[config.mk]
export PLATFORM = sky130hd
export DESIGN_NAME = lvp_fifo
export DESIGN_NICKNAME = d
export VERILOG_FILES = /design/src/hw/rtl/lvp_fifo.sv
export SDC_FILE = /design/constraint.sdc
export NUM_CORES = 1
export LEC_CHECK = 0
export ABC_CLOCK_PERIOD_IN_PS = 2300
export BUFFER_PORTS_ARGS = -buffer_cell sky130_fd_sc_hd__buf_4
export CORE_MARGIN = 2
export CORE_UTILIZATION = 58
export CTS_BUF_LIST = sky130_fd_sc_hd__clkbuf_8
export CTS_CLUSTER_SIZE = 28
export DETAILED_ROUTE_END_ITERATION = 10
export GPL_TIMING_DRIVEN = 1
export PLACE_DENSITY = 0.78
export SYNTH_ARGS = -nofsm -noshare
export SYNTH_HDL_FRONTEND = slang
export SYNTH_SLANG_ARGS = --single-unit
[constraint.sdc]
create_clock -name clk -period 2.3 [get_ports clk]
set_input_delay 0.46 -clock clk [delete_from_list [all_inputs] [get_ports clk]]
set_output_delay 0.46 -clock clk [all_outputs]
set_load 0.03 [all_outputs]
[src/hw/rtl/lvp_fifo.sv]
// Small first-in first-out queue with combinational head read.
module lvp_fifo #(
  parameter int WIDTH = 8,
  parameter int DEPTH = 4
) (
  input  logic             clk,
  input  logic             rst_n,
  input  logic             push,
  input  logic [WIDTH-1:0] wdata,
  input  logic             pop,
  output logic [WIDTH-1:0] rdata,
  output logic             empty
);

  localparam int AW = $clog2(DEPTH);
  localparam int CW = $clog2(DEPTH + 1);

  logic [WIDTH-1:0] mem [DEPTH];
  logic [AW-1:0]    wptr_r, wptr_nxt;
  logic [AW-1:0]    rptr_r, rptr_nxt;
  logic [CW-1:0]    cnt_r, cnt_nxt;

  // Advance pointers with wrap at the depth
  always_comb begin
    wptr_nxt = wptr_r;
    rptr_nxt = rptr_r;
    cnt_nxt  = cnt_r;
    if (push) begin
      wptr_nxt = (wptr_r == AW'(DEPTH - 1)) ? '0 : wptr_r + 1'b1;
    end
    if (pop) begin
      rptr_nxt = (rptr_r == AW'(DEPTH - 1)) ? '0 : rptr_r + 1'b1;
    end
    if (push && !pop) begin
      cnt_nxt = cnt_r + 1'b1;
    end else if (pop && !push) begin
      cnt_nxt = cnt_r - 1'b1;
    end
  end

  always_ff @(posedge clk) begin
    if (!rst_n) begin
      wptr_r <= '0;
      rptr_r <= '0;
      cnt_r  <= '0;
    end else begin
      wptr_r <= wptr_nxt;
      rptr_r <= rptr_nxt;
      cnt_r  <= cnt_nxt;
    end
  end

  // Store the incoming word
  always_ff @(posedge clk) begin
    if (push) begin
      mem[wptr_r] <= wdata;
    end
  end

  assign rdata = mem[rptr_r];
  assign empty = (cnt_r == '0);

endmodule

==> impl_results.md, run 1 <==
- Vias per std cell: 5.57
- Ant. Diodes: 0
- Vias: 796
- Avg Synthesized Cell Area: 18.9 um^2
- Largest net degree at the start of global routing: 13
- First-pass GRT wire length: 3970 um
- Fin area: between 1500 and 2000 um^2
- Worst-path clk slew: roughly 70 ps
- Residual DRC: 0
- I/O Pins: 21
- Critical Path Source Type: flip-flop
- Routed Wire Length: 2420 um
- Post-Route Utilization: 70.9%
- Final hold violation count: 0
- GRT overflow: 0
- Syn Nets: 104
- Worst path cell trace: buf_4, mux4_2, buf_4
- Worst Setup Path Type: reg -> out
- Synth Register Bits: between 40 and 50
- Worst slack, placed: around 330 ps
- Status: complete, no violations
- Highest metal layer with signal wires: met4
- Vias in the first global route: between 800 and 900
- Detail Route met3 WL: 100 um
- Share of cells above drive strength 1: between 30% and 40%
- Reg2reg start: cnt_r[0]
- Die height: about 57 um
- Clock root buffer master: clkbuf_8
- Crit path buf inv count: 2
- Total Power: 1.68 mW
- Placer Congestion: 0.750
- Post-route ant nets: 0
- HPWL after detailed placement: about 1600 um
- Leakage power: 0.710 nW
- CP Data Required Time: 1840 ps
- Drt first pass iters: 3
- Port Buffers: 20
- CTS tree: yes
- Seq/Total Area, Yosys: 71.0%
- CP max FO: 8
- Final WS setup: 325 ps
- FMAX: just over 0.5 GHz
- Power Dens Cells: about 880 nW/um^2
- CP arrival: roughly 1500 ps
- Synth Warn #: 0
- Met2 WL: 1230 um
- Fin crit share: between 80% and 90%
- RSZ-0062 raised after global routing: false
- # setup viols final: 0
- Max-cap violation count: 0
- Initial antenna violation count: 0
- CTS Sinks: 41
- Starting Density: about three fifths
- HP Start: wdata[3]
- Critical Path Slowest Stage Cell: mux4_2
- Number of buffers on the longest clock path: 2
- Tightest Hold Check Type: in -> reg
- Die width: ~57 um
- Gr usage total: 17.6%
- Critical path endpoint category: output pin
- Min Tclk post-route: 1970 ps
- Core ar.: 2690 um^2
- Post-CTS Setup Bufs: 0
- Delay-heaviest family, CP: multiplexers
- Slowest stage delay, CP: 530 ps
- Die ar.: 3210 um^2
- Clk_skew: 2.84 ps
- Hold_buf cts: 0
- Worst relative slew slack: 71.7%
- Core Rows: 19
- Synth Cell Area: 1610 um^2
- CTS buffer count: 5
- Dpl cell area: 1790 um^2
- H-tree depth: 2
- M1 wire length: 1050 um
- Clk_lat worst skew: approximately 280 ps
- Setup TNS: 0 ps
- Max rail drop VDD: 0.832 mV
- Slew @ Worst Pin: 425 ps
- Commonest non-fill, non-tap cell in the layout: edfxtp_1
- Synth unique cells: 19
- Critical path's most frequent cell: buf_4
- Area growth from synthesis to layout: 18.4%
- Initial drt markers: 28
- Max-slew violations: 0
- Synth Instances: between 80 and 90
- Nets: 130
- # resized after CTS: 0
- DR WL/cell: 16.9 um
- Most frequent cells in the layout: 32 x edfxtp_1, 21 x buf_4, 9 x dfxtp_1, 8 x mux4_2
-- flip-flops by register name, indices dropped and copies added (netlist names), named ones only --
signal and flops:
wptr_r 2, cnt_r 3, mem 32, rptr_r 2
-- synthesized netlist by cell type (all sizes together) --
cell    instances  area share, %
or3             1           0.39
edfxtp         32             60
xnor2           1           0.54
dfxtp           9             11
a21boi          1           0.47
nor2b           5            1.9
and2            5            1.9
inv             4           0.93
nor2            1           0.23
mux2i           4            2.5
nor3            2           0.62
mux4            8             11
buf             1           0.70
o21a            1           0.47
ha              6            4.7
xor2            1           0.54
fa              1            1.2
clkbuf          1           0.31
o21ai           1           0.31
-- power by group --
group	switching (mW)	total, mW	internal, mW
Combinational	0.126	0.231	0.105
Clock	0.227	0.576	0.349
Sequential	0.0263	0.869	0.843
Total	0.380	1.68	1.30
-- stage by stage --
stage / instances / hold WS, ps
final: 143 / 371
after global routing: 143 / 361
after CTS: 143 / 363
after detailed placement: 135 / 492
after global placement: 135 / 468
after floorplan: 85 / 457
-- area by class of cell --
class	count	area [um^2]
repair buffers	21	158
clock inverters	2	33.8
fillers	169	782
well taps	31	38.8
multi-input cells	38	435
inverters	4	15.0
clock buffers	6	82.6
flip-flops and latches	41	1140
-- cells by family (layout without fill, tap and decap cells) --
logic type | count (synthesis) | after routing | share of synthesized area [%]
buffers and inverters | 6 | 33 | 1.94
AO/OA/AOI/OAI | 3 | 3 | 1.25
multiplexers | 12 | 12 | 13.7
flip-flops | 41 | 41 | 71.0
AND/OR/NAND/NOR | 14 | 14 | 5.14
adder cells (fa/ha/maj) | 7 | 7 | 5.91
XOR/XNOR | 2 | 2 | 1.09
-- per-layer routing --
metal  track usage [%]  vias up
li1                  -      371
met3              6.45        7
met2              29.4       15
met5                 0        -
met1              21.2      403
met4              6.12        0
-- worst reg2reg max path: cells and delay by family (launching register included) --
kind	cells	cell delay, ps
simple gates	1	320
fa+ha+maj	1	450
xor+xnor	1	170
compound gates	1	150
flops	1	360
-- path summary, 6_finish.rpt --
| path | end | cells past startpoint | slack, ps |
|---|---|---|---|
| setup / recovery | rdata[5] | 3 | 330 |
| hold / removal | mem[0][3] | 1 | 370 |
| setup reg to reg | cnt_r[2] | 4 | 790 |
| hold reg to reg | cnt_r[2] | 2 | 540 |
Power figures use the tool's default switching activity.
==> inputs of run 2 (changes only) <==
--- a/config.mk
+++ b/config.mk
@@ -14,6 +14,7 @@
 export DETAILED_ROUTE_END_ITERATION = 10
 export GPL_TIMING_DRIVEN = 1
 export PLACE_DENSITY = 0.78
+export REMOVE_ABC_BUFFERS = 1
 export SYNTH_ARGS = -nofsm -noshare
 export SYNTH_HDL_FRONTEND = slang
 export SYNTH_SLANG_ARGS = --single-unit
==> run 2 against run 1 <==
Sequential power about the same. Highest routed layer unchanged. Total power up 5.7%. Critical endpoint is now rdata[1]. Design area up 1.1%. Clock power up 18%.
==> impl_results.md, run 2 (same netlist as run 1, synthesis figures left out) <==
- Status: complete, no violations
- CP max FO: 8 (unchanged)
- # setup viols final: 0 (unchanged)
- Die width: 56.7 um (unchanged)
- Residual DRC: 0 (unchanged)
- RSZ-0062 raised after global routing: false
- R2r setup slk: 780 ps (about the same)
- Reg with most FFs: mem
- Tightest Hold Check Type: in -> reg
- Number of buffers on the longest clock path: 2 (unchanged)
- CTS buffer count: 5 (unchanged)
- Port Buffers: 20 (unchanged)
- Drt first pass iters: 4 (+1)
- FF-to-FF End: cnt_r[2]
- Ant. Diodes: 0 (unchanged)
- Nets: 130 (unchanged)
- Fin area: 1930 um^2 (+1.1%)
- H-tree depth: 2 (unchanged)
- Area growth from synthesis to layout: 19.8%
- Critical path's most frequent cell: buf_4
- Worst relative slew slack: 71.1% (-0.54 points)
- Slew @ Worst Pin: 433 ps (+8.13 ps)
- Reg2reg start: cnt_r[0]
- FMAX: 0.506 GHz (about the same)
- Critical Path Source Type: flip-flop
- Critical Path Slowest Stage Cell: mux4_2
- First-pass GRT wire length: 3770 um (-5.2%)
- Max rail drop VDD: 0.711 mV (-15%)
- # resized after CTS: 0 (unchanged)
- CP arrival: 1520 ps (about the same)
- Worst path cell trace: buf_4, mux4_2, buf_4
- Core ar.: 2690 um^2 (unchanged)
- Internal power: 1.38 mW (+6.6%)
- Routed Wire Length: 2340 um (-3.2%)
- Starting Density: 59.9% (unchanged)
- Gr usage total: 16.5% (-1.2 points)
- Vias per std cell: 5.53 (-0.63%)
- Hold Crit Endpoint: mem[0][7]
- Die height: 56.7 um (unchanged)
- Net Sw Power: 0.389 mW (+2.3%)
- I/O Pins: 21 (unchanged)
- CTS Sinks: 41 (unchanged)
- Worst-path clk slew: 80 ps (about the same)
- WHS Path Cells: 1 (unchanged)
- Core Rows: 19 (unchanged)
- Clock root buffer master: clkbuf_8
- Net Sw Frac: 21.9% (-0.71 points)
- Post-route ant nets: 0 (unchanged)
- Clk_skew: 10.8 ps (+7.95 ps)
- Critical path endpoint category: output pin
- HP Start: wdata[7]
- Max reg flops: 32 (unchanged)
- Vias: 791 (-0.63%)
- Seq pwr share: 48.9% (-2.9 points)
- Max-cap violation count: 0 (unchanged)
- Final hold violation count: 0 (unchanged)
- Dpl cell area: 1790 um^2 (unchanged)
- Fin crit share: 85.9% (about the same)
- Logic pwr share: 12.8% (-1.0 points)
- CTS tree: yes
- Largest registers: mem (32), cnt_r (3)
- Placer Congestion: 0.746 (-0.60%)
- DR WL/cell: 16.4 um (-3.2%)
- Leakage power: 0.716 nW (+0.87%)
- R2r worst-path depth: 4 (unchanged)
- Setup TNS: 0 ps (unchanged)
- Initial antenna violation count: 0 (unchanged)
- Vias in the first global route: 829 (-0.36%)
- Commonest non-fill, non-tap cell in the layout: edfxtp_1
- Min Tclk post-route: 1980 ps (+1.38 ps)
- GRT overflow: 0 (unchanged)
- Slowest stage delay, CP: 520 ps (about the same)
- Clk_lat worst skew: 290 ps (about the same)
- Most frequent cells in the layout: 32 x edfxtp_1, 21 x buf_4, 9 x dfxtp_1, 8 x mux4_2, 6 x ha_1
- Clk pwr share: 38.3% (+3.9 points)
- Initial drt markers: 17 (-39%)
- Worst Setup Path Type: reg -> out
- HPWL after detailed placement: 1630 um (+3.6%)
- Power Dens Cells: 920 nW/um^2 (+4.5%)
- Hold_buf cts: 0 (unchanged)
- Post-CTS Setup Bufs: 0 (unchanged)
- Max-slew violations: 0 (unchanged)
- Share of cells above drive strength 1: 33.0% (+0.89 points)
- CP Data Required Time: 1840 ps (about the same)
- Die ar.: 3210 um^2 (unchanged)
- Largest net degree at the start of global routing: 15 (+2)
==> run 2: worst max-delay path by stage <==
stage | start | endpoint | slack [ps] | depth (start not counted)
floorplan | pop | cnt_r[2] | 580 | 7
global placement | pop | cnt_r[2] | 410 | 8
detailed placement | pop | cnt_r[2] | 290 | 8
CTS | flip-flop | rdata[1] | 300 | 3
global route | flip-flop | rdata[2] | 250 | 3
finish | flip-flop | rdata[1] | 320 | 3
==> run 2: final cells by class <==
class	count	area (um^2)
Sequential cell	41	1140
Timing Repair Buffer	21	158
Clock buffer	5	68.8
Clock inverter	3	68.8
Multi-Input combinational cell	38	435
Fill cell	182	761
Tap cell	31	38.8
Inverter	4	15.0
==> run 2: stage by stage <==
stage / instances / hold WS (ps) / power [mW] / util [%] / setup slack (ps)
global route: 143 / 359 / 1.84 / 71.7 / 254
CTS: 143 / 363 / 1.79 / 71.7 / 295
finish: 143 / 368 / 1.77 / 71.7 / 324
detailed placement: 135 / 521 / 1.11 / 66.6 / 291
floorplan: 83 / 457 / 1.02 / - / 577
global placement: 135 / 468 / 1.10 / 66.6 / 413
==> run 2: power groups by stage <==
stage	Sequential, mW	Combinational [mW]	Clock, mW
floorplan	0.881	0.143	0
global placement	0.880	0.221	0
detailed placement	0.883	0.230	0
CTS	0.867	0.230	0.691
global route	0.871	0.246	0.722
finish	0.866	0.227	0.679
==> run 2: layer usage <==
metal / up-vias / share of wire (%) / track usage, %
met5: - / 0 / 0
met4: 0 / 1.3 / 7.82
met3: 4 / 4.5 / 5.07
met2: 16 / 56 / 26.4
met1: 400 / 38 / 20.5
li1: 371 / - / -
==> run 2: worst max-delay path: cells and delay by family, from the launching register on <==
kind | cells | cell delay, ps
mux | 1 | 520
flops | 1 | 320
buf+inv | 2 | 380
==> inputs of run 3 (changes only) <==
--- a/config.mk
+++ b/config.mk
@@ -5,15 +5,15 @@
 export SDC_FILE = /design/constraint.sdc
 export NUM_CORES = 1
 export LEC_CHECK = 0
-export ABC_CLOCK_PERIOD_IN_PS = 2300
+export ABC_CLOCK_PERIOD_IN_PS = 1700
 export BUFFER_PORTS_ARGS = -buffer_cell sky130_fd_sc_hd__buf_4
 export CORE_MARGIN = 2
-export CORE_UTILIZATION = 58
+export CORE_UTILIZATION = 53
 export CTS_BUF_LIST = sky130_fd_sc_hd__clkbuf_8
 export CTS_CLUSTER_SIZE = 28
 export DETAILED_ROUTE_END_ITERATION = 10
 export GPL_TIMING_DRIVEN = 1
-export PLACE_DENSITY = 0.78
+export PLACE_DENSITY = 0.75
 export REMOVE_ABC_BUFFERS = 1
 export SYNTH_ARGS = -nofsm -noshare
 export SYNTH_HDL_FRONTEND = slang
==> constraint.sdc (replaced) <==
create_clock -name clk -period 1.7 [get_ports clk]
set_input_delay 0.34 -clock clk [delete_from_list [all_inputs] [get_ports clk]]
set_output_delay 0.34 -clock clk [all_outputs]
set_load 0.03 [all_outputs]
==> run 3 against run 2 <==
The flow now finishes with violations (negative setup slack). Register-to-register slack got worse by 530 ps. Flip-flop and latch count stayed put. Clock skew fell by 8.4 ps. Clock power decreased by 6.3%. Via count rose by 2.4%. Wire length grew 3.5%. Sequential share of layout area shrank 1.1 points. Hold slack worse by 130 ps. Die area rose by 8.7%. Critical endpoint is now rdata[5]. Largest cell class unchanged.
==> impl_results.md, run 3 (same netlist as run 1, synthesis figures left out) <==
- Status: finished with violations
- Failing checks: negative setup slack
- Number of buffers on the longest clock path: 2 (unchanged)
- Critical path endpoint category: output pin
- Max rail drop VDD: 0.683 mV (-3.9%)
- Leakage power: 0.739 nW (+3.2%)
- Max-slew violations: 0 (unchanged)
- Worst path cell trace: buf_6, mux4_2, buf_6
- Core ar.: 2830 um^2 (+5.3%)
- Commonest non-fill, non-tap cell in the layout: edfxtp_1
- Worst-path clk slew: 70 ps (about the same)
- Fin crit share: 106%
- R2r setup slk: 250 ps (-530 ps)
- Placer Congestion: 0.690 (-7.4%)
- Tightest Hold Check Type: in -> reg
- Clk_skew: 2.42 ps (-8.38 ps)
- Critical Path Source Type: flip-flop
- Critical path's most frequent cell: buf_6
- Final Instance Count excl. Fillers: 149 (+4.2%)
- Clk_lat worst skew: 290 ps (about the same)
- Die height: 59.1 um (+4.3%)
- Delay-heaviest family, CP: multiplexers
- GRT overflow: 0 (unchanged)
- Max reg flops: 32 (unchanged)
- Vias: 810 (+2.4%)
- Min Tclk post-route: 1800 ps
- Largest net degree at the start of global routing: 13 (-2)
- RSZ-0062 raised after global routing: true
- Vias per std cell: 5.44 (-1.7%)
- FMAX: ~0.55 GHz
- R2r worst-path depth: 4 (unchanged)
- Die width: 59.1 um (+4.3%)
- Total Power: 2.15 mW (+21%)
- Area growth from synthesis to layout: 22.1%
- Crit path buf inv count: 2 (unchanged)
- Reg2reg start: cnt_r[0]
- Post-Route Utilization: 69.4% (-2.3 points)
- CP arrival: 1460 ps (-60 ps)
- Dpl cell area: 1830 um^2 (+2.5%)
- Setup TNS: -589 ps (-589 ps)
- # setup viols final: 8 (+8)
- Worst Setup Path Type: reg -> out
- Hold Crit Endpoint: mem[3][5]
- WHS Path Cells: 1 (unchanged)
- Nets: 136 (+4.6%)
- First-pass GRT wire length: 4020 um (+6.6%)
- Slowest stage delay, CP: 530 ps (about the same)
- Fill cells: 192 (+5.5%)
- Final hold violation count: 0 (unchanged)
- Dpl cells: 141 (+4.4%)
- CTS buffer count: 5 (unchanged)
- Slew @ Worst Pin: 429 ps (-4.50 ps)
- Starting Density: 56.8% (-3.0 points)
- Die ar.: 3490 um^2 (+8.7%)
- CP max FO: 4 (-4)
- Vias in the first global route: 861 (+3.9%)
- Ant. Diodes: 0 (unchanged)
- HP Start: wdata[5]
- Fin area: 1960 um^2 (+1.9%)
- Share of cells above drive strength 1: 36.4% (+3.4 points)
- Power Dens Cells: 1100 nW/um^2 (+19%)
- Initial drt markers: 25 (+8)
- Port Buffers: 20 (unchanged)
- CTS Sinks: 41 (unchanged)
- Final WS setup: -103 ps (-427 ps)
- Max-cap violation count: 0 (unchanged)
- FF-to-FF End: cnt_r[2]
- H-tree depth: 2 (unchanged)
- Gr usage total: 17.1% (+0.58 points)
- Core Rows: 19 (unchanged)
- HPWL after detailed placement: 1790 um (+9.4%)
- I/O Pins: 21 (unchanged)
- Critical Path Slowest Stage Cell: mux4_2
- Drt first pass iters: 4 (unchanged)
- CP Data Required Time: 1360 ps (-480 ps)
- Largest registers: mem (32), cnt_r (3)
- Most frequent cells in the layout: 32 x edfxtp_1, 17 x buf_4, 10 x buf_6, 8 x mux4_2, 8 x dfxtp_1
- Clock root buffer master: clkbuf_8
- Residual DRC: 0 (unchanged)
- DR WL/cell: 16.3 um (-0.63%)
- Worst relative slew slack: 71.4% (+0.30 points)
- Initial antenna violation count: 0 (unchanged)
- CTS tree: yes
- Post-route ant nets: 0 (unchanged)
- Reg with most FFs: mem
- Routed Wire Length: 2430 um (+3.5%)
## run 3: cell count changes in the layout (fill, tap and decap cells not counted), sizes merged
cell,delta
clkinv,+2
inv,-1
bufinv,-2
clkbuf,+1
buf,+6
## run 3: cell type report
cell class                 count  area [um^2]  area share [%]
clock inverter                 2         8.76           0.446
clock buffer                   6         82.6            4.21
multi-input combinational     38          435            22.2
inverter                       4         15.0           0.765
timing repair buffer          27          240            12.2
tap                           31         38.8            1.98
sequential                    41         1140            58.2
## run 3: routing by layer
layer | GRT usage (%) | routed length [um]
met5 | 0 | 0
met1 | 19.0 | 982
met4 | 7.79 | 50
met2 | 28.3 | 1270
met3 | 7.42 | 124
## run 3: worst reg2reg max path, delay by kind of cell, from the launching register on
family,cells,cell delay (ps)
compound gates,1,140
xor+xnor,1,160
fa+ha+maj,1,440
flops,1,350
simple gates,1,300
## run 3: how the worst max path moves through the flow
stage               startpoint       end  depth (start not counted)
floorplan                  pop  cnt_r[2]                          7
global placement           pop  cnt_r[2]                          8
detailed placement         pop  cnt_r[2]                          8
CTS                  flip-flop  rdata[0]                          3
global route         flip-flop  rdata[5]                          3
finish               flip-flop  rdata[5]                          3
## run 3: where the power goes
group | internal [mW] | switching, mW
sequential | 1.14 | 0.0287
combinational | 0.170 | 0.176
clock | 0.321 | 0.315
total | 1.63 | 0.520
## run 3: timing repair
item | in CTS | in global routing
resized for setup | 6 | 5
endpoints found under the setup margin | 8 | 8
buffers inserted | 0 | 0
hold buffers | 0 | 0
## run 3: through the flow
stage	worst slack [ps]	hold WS, ps
2_1_floorplan	97.4	439
3_3_place_gp	-31.9	471
3_5_place_dp	-98.8	496
4_1_cts	-107	240
5_1_grt	-164	235
6_report	-103	241
